[src/rtl/tagged_geometric_branch_predictor_macros.svh]
// assertion macros for the tagged geometric branch predictor
// used by the top level only, no other dependencies
`ifndef TAGGED_GEOMETRIC_BRANCH_PREDICTOR_MACROS_SVH
`define TAGGED_GEOMETRIC_BRANCH_PREDICTOR_MACROS_SVH

// expression must never hold outside reset
`define TGBP_ASSERT_NEVER(lbl, clk, rst_n, expr, msg) \
    lbl: assert property (@(posedge clk) disable iff (!rst_n) !(expr)) else $error(msg);

// antecedent implies consequent in the next cycle
`define TGBP_ASSERT_NEXT(lbl, clk, rst_n, ante, cons, msg) \
    lbl: assert property (@(posedge clk) disable iff (!rst_n) (ante) |=> (cons)) else $error(msg);

`endif

[src/rtl/tgbp_pkg.sv]
// shared constants and types for the tagged geometric branch predictor
// no dependencies
package tgbp_pkg;

    localparam int BASE_ENTRIES = 4096;
    localparam int BASE_AW      = $clog2(BASE_ENTRIES);
    localparam int TAG_ENTRIES  = 2048;
    localparam int TAG_AW       = $clog2(TAG_ENTRIES);
    localparam int NUM_TAGGED   = 4;
    localparam int CTR_W        = 4;
    localparam int TAG_W        = 8;
    localparam int U_W          = 2;
    localparam int HIST_W       = 128;
    localparam int PROV_W       = 3;
    localparam int CLR_ENTRIES  = (BASE_ENTRIES > TAG_ENTRIES) ? BASE_ENTRIES : TAG_ENTRIES;
    localparam int CLR_AW       = $clog2(CLR_ENTRIES);

    localparam logic [CTR_W-1:0] CTR_WEAK_NT = CTR_W'(7);
    localparam logic [CTR_W-1:0] CTR_MAX     = CTR_W'(15);
    localparam logic [U_W-1:0]   U_MAX       = U_W'(3);

    typedef struct packed {
        logic [CTR_W-1:0] ctr;
        logic [TAG_W-1:0] tag;
        logic [U_W-1:0]   u;
    } t_tent;

    localparam t_tent TENT_RESET = '{ctr: CTR_WEAK_NT, tag: '0, u: '0};

    // controller to datapath
    typedef struct packed {
        logic clr_we;
        logic rd_en;
        logic upd_en;
    } t_cmd;

    // datapath to controller
    typedef struct packed {
        logic clr_last;
    } t_sts;

endpackage

[src/rtl/tgbp_ctrl.sv]
// sequencer for the predictor: clearing sweep, lookup and update steps
// depends on tgbp_pkg
module tgbp_ctrl (
    input  logic          i_clk,
    input  logic          i_rst_n,
    input  logic          i_in_valid,
    output logic          o_in_stall,
    output logic          o_out_valid,
    input  logic          i_out_stall,
    input  tgbp_pkg::t_sts i_sts,
    output tgbp_pkg::t_cmd o_cmd
);
    import tgbp_pkg::*;

    typedef enum logic [1:0] {ST_CLEAR, ST_IDLE, ST_UPDATE} t_state;

    t_state r_state, n_state;
    logic   r_in_stall, r_out_valid;
    logic   n_out_valid;
    logic   w_upd;

    assign w_upd = (r_state == ST_UPDATE) && (!r_out_valid || !i_out_stall);

    always_comb begin
        n_state     = r_state;
        n_out_valid = r_out_valid && i_out_stall;
        case (r_state)
            ST_CLEAR:  if (i_sts.clr_last) n_state = ST_IDLE;
            ST_IDLE:   if (i_in_valid) n_state = ST_UPDATE;
            ST_UPDATE: if (w_upd) begin
                n_state     = ST_IDLE;
                n_out_valid = 1'b1;
            end
            default:   n_state = ST_CLEAR;
        endcase
    end

    always_ff @(posedge i_clk) begin
        if (!i_rst_n) begin
            r_state     <= ST_CLEAR;
            r_in_stall  <= 1'b1;
            r_out_valid <= 1'b0;
        end else begin
            r_state     <= n_state;
            r_in_stall  <= (n_state != ST_IDLE);
            r_out_valid <= n_out_valid;
        end
    end

    assign o_cmd.clr_we = (r_state == ST_CLEAR);
    assign o_cmd.rd_en  = (r_state == ST_IDLE) && i_in_valid;
    assign o_cmd.upd_en = w_upd;
    assign o_in_stall   = r_in_stall;
    assign o_out_valid  = r_out_valid;

endmodule

[config.mk]
export PLATFORM = sky130hd
export DESIGN_NAME = tgbp_ctrl
export DESIGN_NICKNAME = d
export VERILOG_FILES = /design/src/rtl/tagged_geometric_branch_predictor_macros.svh /design/src/rtl/tgbp_pkg.sv /design/src/rtl/tgbp_ctrl.sv
export SDC_FILE = /design/constraint.sdc
export NUM_CORES = 1
export LEC_CHECK = 0
export BUFFER_PORTS_ARGS = -buffer_cell sky130_fd_sc_hd__buf_2
export CAP_MARGIN = 5
export CORE_AREA = 2 2 39 41
export DETAILED_ROUTE_END_ITERATION = 12
export DIE_AREA = 0 0 41 43
export SYNTH_ARGS = -nofsm -noshare
export SYNTH_HDL_FRONTEND = slang
export SYNTH_SLANG_ARGS = --single-unit
[constraint.sdc]
create_clock -name i_clk -period 0.9 [get_ports i_clk]
set_input_delay 0.09 -clock i_clk [delete_from_list [all_inputs] [get_ports i_clk]]
set_output_delay 0.09 -clock i_clk [all_outputs]
set_load 0.05 [all_outputs]
Word level (Yosys, flattened, before mapping)
Cells that the tools add are included.
- input bits: 5
- logic and storage cells: 19
- output and inout port bits: 5
- register bits: 4
- reductions and logical operators: 7
- muxes and demuxes: 6
- eq/ne operators: 3
- operators with widths (kind ; count):
    2-bit two-way mux ; 3
    2-bit case mux with 3 select lines ; 1
    1-bit logical AND ; 3
    2-bit by 1-bit == test with 1-bit output (second input constant) ; 1
    2-bit == test (second input constant) ; 1
    1-bit zero test ; 2
    2-bit zero test ; 1
    1-bit two-way mux ; 2
    2-bit by 1-bit != test with 1-bit output (second input constant) ; 1
    1-bit logical OR ; 1

Longest topological paths before layout
- depth in word-level cells: 6
- mapped depth: 3

Least setup slack after synthesis
No wires, ideal clock.
- path type: reg-to-reg
- start: register r_state[0]
- end: register r_state[1]
- data arrival time: 1.310 ns
- library setup time: 0.060 ns
- cell stages (with the launch flop): 4
- required time: 0.840 ns
- slack: -0.470 ns
- clock period less this slack: 1.370 ns
- cells stage by stage: dfxtp_1 -> nand2_1 -> nor2_1 -> o21a_1
- longest elaborated chain between the ends: 4
- elaborated cells on any way between the ends: 6
- RTL lines (what ; line ; RTL):
    start, declared ; tgbp_ctrl.sv:17 ; t_state r_state, n_state;
    start signal, assigned ; tgbp_ctrl.sv:44 ; r_state <= n_state;
    2-bit == test ; tgbp_ctrl.sv:22, tgbp_ctrl.sv:27 ;
    1-bit logical AND ; tgbp_ctrl.sv:22 ; assign w_upd = (r_state == ST_UPDATE) && (!r_out_valid || !i_out_stall);
    2-bit two-way mux ; tgbp_ctrl.sv:30 ; ST_UPDATE: if (w_upd) begin
    2-bit case mux with 3 select lines (*) ; tgbp_ctrl.sv:27 ; case (r_state)
Mark *: on every way between the ends. The rest lies on a longest branch, timed or not.
A chain may end at the register's enable or synchronous reset.

==> impl_metrics.toml <==
[synthesis]
synthTopCellsByArea = "dfxtp_1, nand2b_4, a21oi_4, o21a_1, nor2_1"
seq_area_frac_synth_pct = 42.4
synth_fa_ha_area_share_pct = 0
syn_area_sq_um = 189
synth_nets = 24
synth_cell_type_count = 11
ys_ff_latch = 4
synth_top_family_by_area = "simple AND/OR/NAND/NOR gates"
syn_inst = 19
synth_compound_area_share_pct = 25.8
synthSimpleGateAreaFrac_pct = 27.8
synthXorXnorAreaFrac_pct = 0
yosysTopAreaCell = "dfxtp_1"
synth.area.mux_share_pct = 0
yosys_warnings = 0
avgSynthCellArea_sq_um = 9.94
yosysTopAreaCellShare_pct = 42.4

[sta]
max_freq_mhz = 924
finalSetupTns_ns = -0.449
finalCriticalPeriod_ns = 1.08
worst_pin_slew_ns = 0.245
hold_violations = 0
setup_viol = 5
skew_ns = 0.00472
period_share_pct = 120
timing.hold.ws_ns = 0.0805
setup_slack_ns = -0.182
drv_slew = 0
rsz0062_at_grt = "yes"
slew_headroom_pct = 83.8

[finish]
antenna_cells = 0
area_delta_synth_final_pct = 99.3
fin_util_pct = 27.2
nets = 43
drive_above_1_share_pct = 75.0
final_cell_mix = "buf_2, buf_4, buf_6"

[floorplan]
fp.dieArea_sq_um = 1760
core_area_sq_um = 1380
die_width_microns = 41
num_io_pins = 10
start_util_pct = 13.7
die_y_microns = 43
row_count = 14

[clock_tree]
htree_levels = 1
clock_path_buffers = 2
cts_tree = "done"
numCtsBuffers = 3
clk_pin_slew_ns = 0.04
cts.sinks = 4
root_buffer = "clkbuf_4"
ctsHoldBuffers = 0
clk_latency_ns = 0.23

[outcome]
outcome = "finished, violations left"
violations = "negative setup slack"

[worst_setup_path]
required_ns = 0.81
critPathLaunchType = "flop"
crit_fanout = 4
arrival_ns = 0.99
path_delay_family = "flip-flops"
slowest_delay_ns = 0.32
crit_slowest_cell = "dfxtp_2"
crit_chain = "nand2b_4 > a21oi_4 > buf_6"
worstSetupPathType = "flop to output port"
end_kind = "output port"
crit_buf_inv = 1

[drt]
detail_route.first_pass.iterations = 1
wirelength_microns = 383
vias = 183
routed_via_density = 3.52
wl_per_cell_microns = 7.37
dr.first_iter.drc_count = 0
drc = 0
drtAntennaViolNets = 0

[global_routing]
grt_pass1_wl_microns = 607
grt.total_usage_pct = 5.63
grt-ovfl-total = 0
grt_pass1_vias = 185
antenna_found_initial = 0
grt_max_degree = 5

[power_and_ir_drop]
clockPowerShare_pct = 36.3
p_total_mw = 0.581
ir_drop_v = 0.000626
p_seq_share_pct = 34.3
p_leak_nw = 0.159
power_frac_comb_pct = 29.4
swShare_pct = 28.0
p_switching_mw = 0.163
powerDensity_nw_per_um2 = 1540
internal_power_mw = 0.418

[min_path]
min_path_type = "input port to flop"

[placed_design]
pre_cts_slack_ns = -0.0849
place.detailed.hpwl_microns = 308
routabilityCongestion = 0.679
io_buffers = 9

[run]
drv_cap = 0
==> cells by family after synthesis <==
kind of cell,count (synthesis)
simple gates,8
compound gates,6
flops,4
buf+inv,1
==> path summary, 6_finish.rpt <==
kind,from,end,slack (ns),depth (start not counted)
worst max register to register,r_state[0],r_state[0],-0.02,4
worst min register to register,o_out_valid,o_out_valid,0.52,2
worst max-delay path,r_state[0],o_cmd[0],-0.18,3
worst min-delay path,i_rst_n,o_in_stall,0.08,2
==> stage by stage <==
step	cell area, sq um	cells
3_5_place_dp	273	45
5_1_grt	377	52
4_1_cts	362	52
2_1_floorplan	200	19
3_3_place_gp	273	45
6_report	377	52
==> layout make-up <==
type | count | area (sq um)
well taps | 16 | 20.0
flip-flops and latches | 4 | 83.8
multi-input cells | 14 | 128
clock buffers | 3 | 22.5
fillers | 148 | 1010
repair buffers | 15 | 123
==> synthesized netlist by cell type, drive strengths merged <==
master / instances
dfxtp: 4
nand2b: 3
nor2: 3
a21oi: 2
nand2: 2
o21a: 2
a21boi: 1
buf: 1
o21ai: 1
==> state kept, by name (all words and copies together) (netlist names) <==
name         cells
o_in_stall       1
o_out_valid      1
r_state          2
==> layer usage <==
| layer | wire length, microns | GRT usage (%) | share of wire (%) |
|---|---|---|---|
| met1 | 144 | 5.16 | 38 |
| met2 | 222 | 7.81 | 58 |
| met3 | 16 | 3.14 | 4.2 |
| met4 | 0 | 6.00 | 0 |
| met5 | 0 | 0 | 0 |
==> power by group through the flow <==
| stage | Combinational, mW | Sequential [mW] | Clock [mW] |
|---|---|---|---|
| 4_1_cts | 0.164 | 0.199 | 0.220 |
| 2_1_floorplan | 0.0704 | 0.221 | 0 |
| 6_report | 0.171 | 0.199 | 0.211 |
| 5_1_grt | 0.178 | 0.201 | 0.236 |
| 3_3_place_gp | 0.128 | 0.200 | 0 |
| 3_5_place_dp | 0.128 | 0.201 | 0 |
==> what timing repair did <==
item                                    4_1_cts  5_1_grt
pin swaps                                     2        2
buffers inserted                              4        0
endpoints found under the setup margin        4        7
gates resized for setup                      12        3
(Power assumes the default switching activity.)
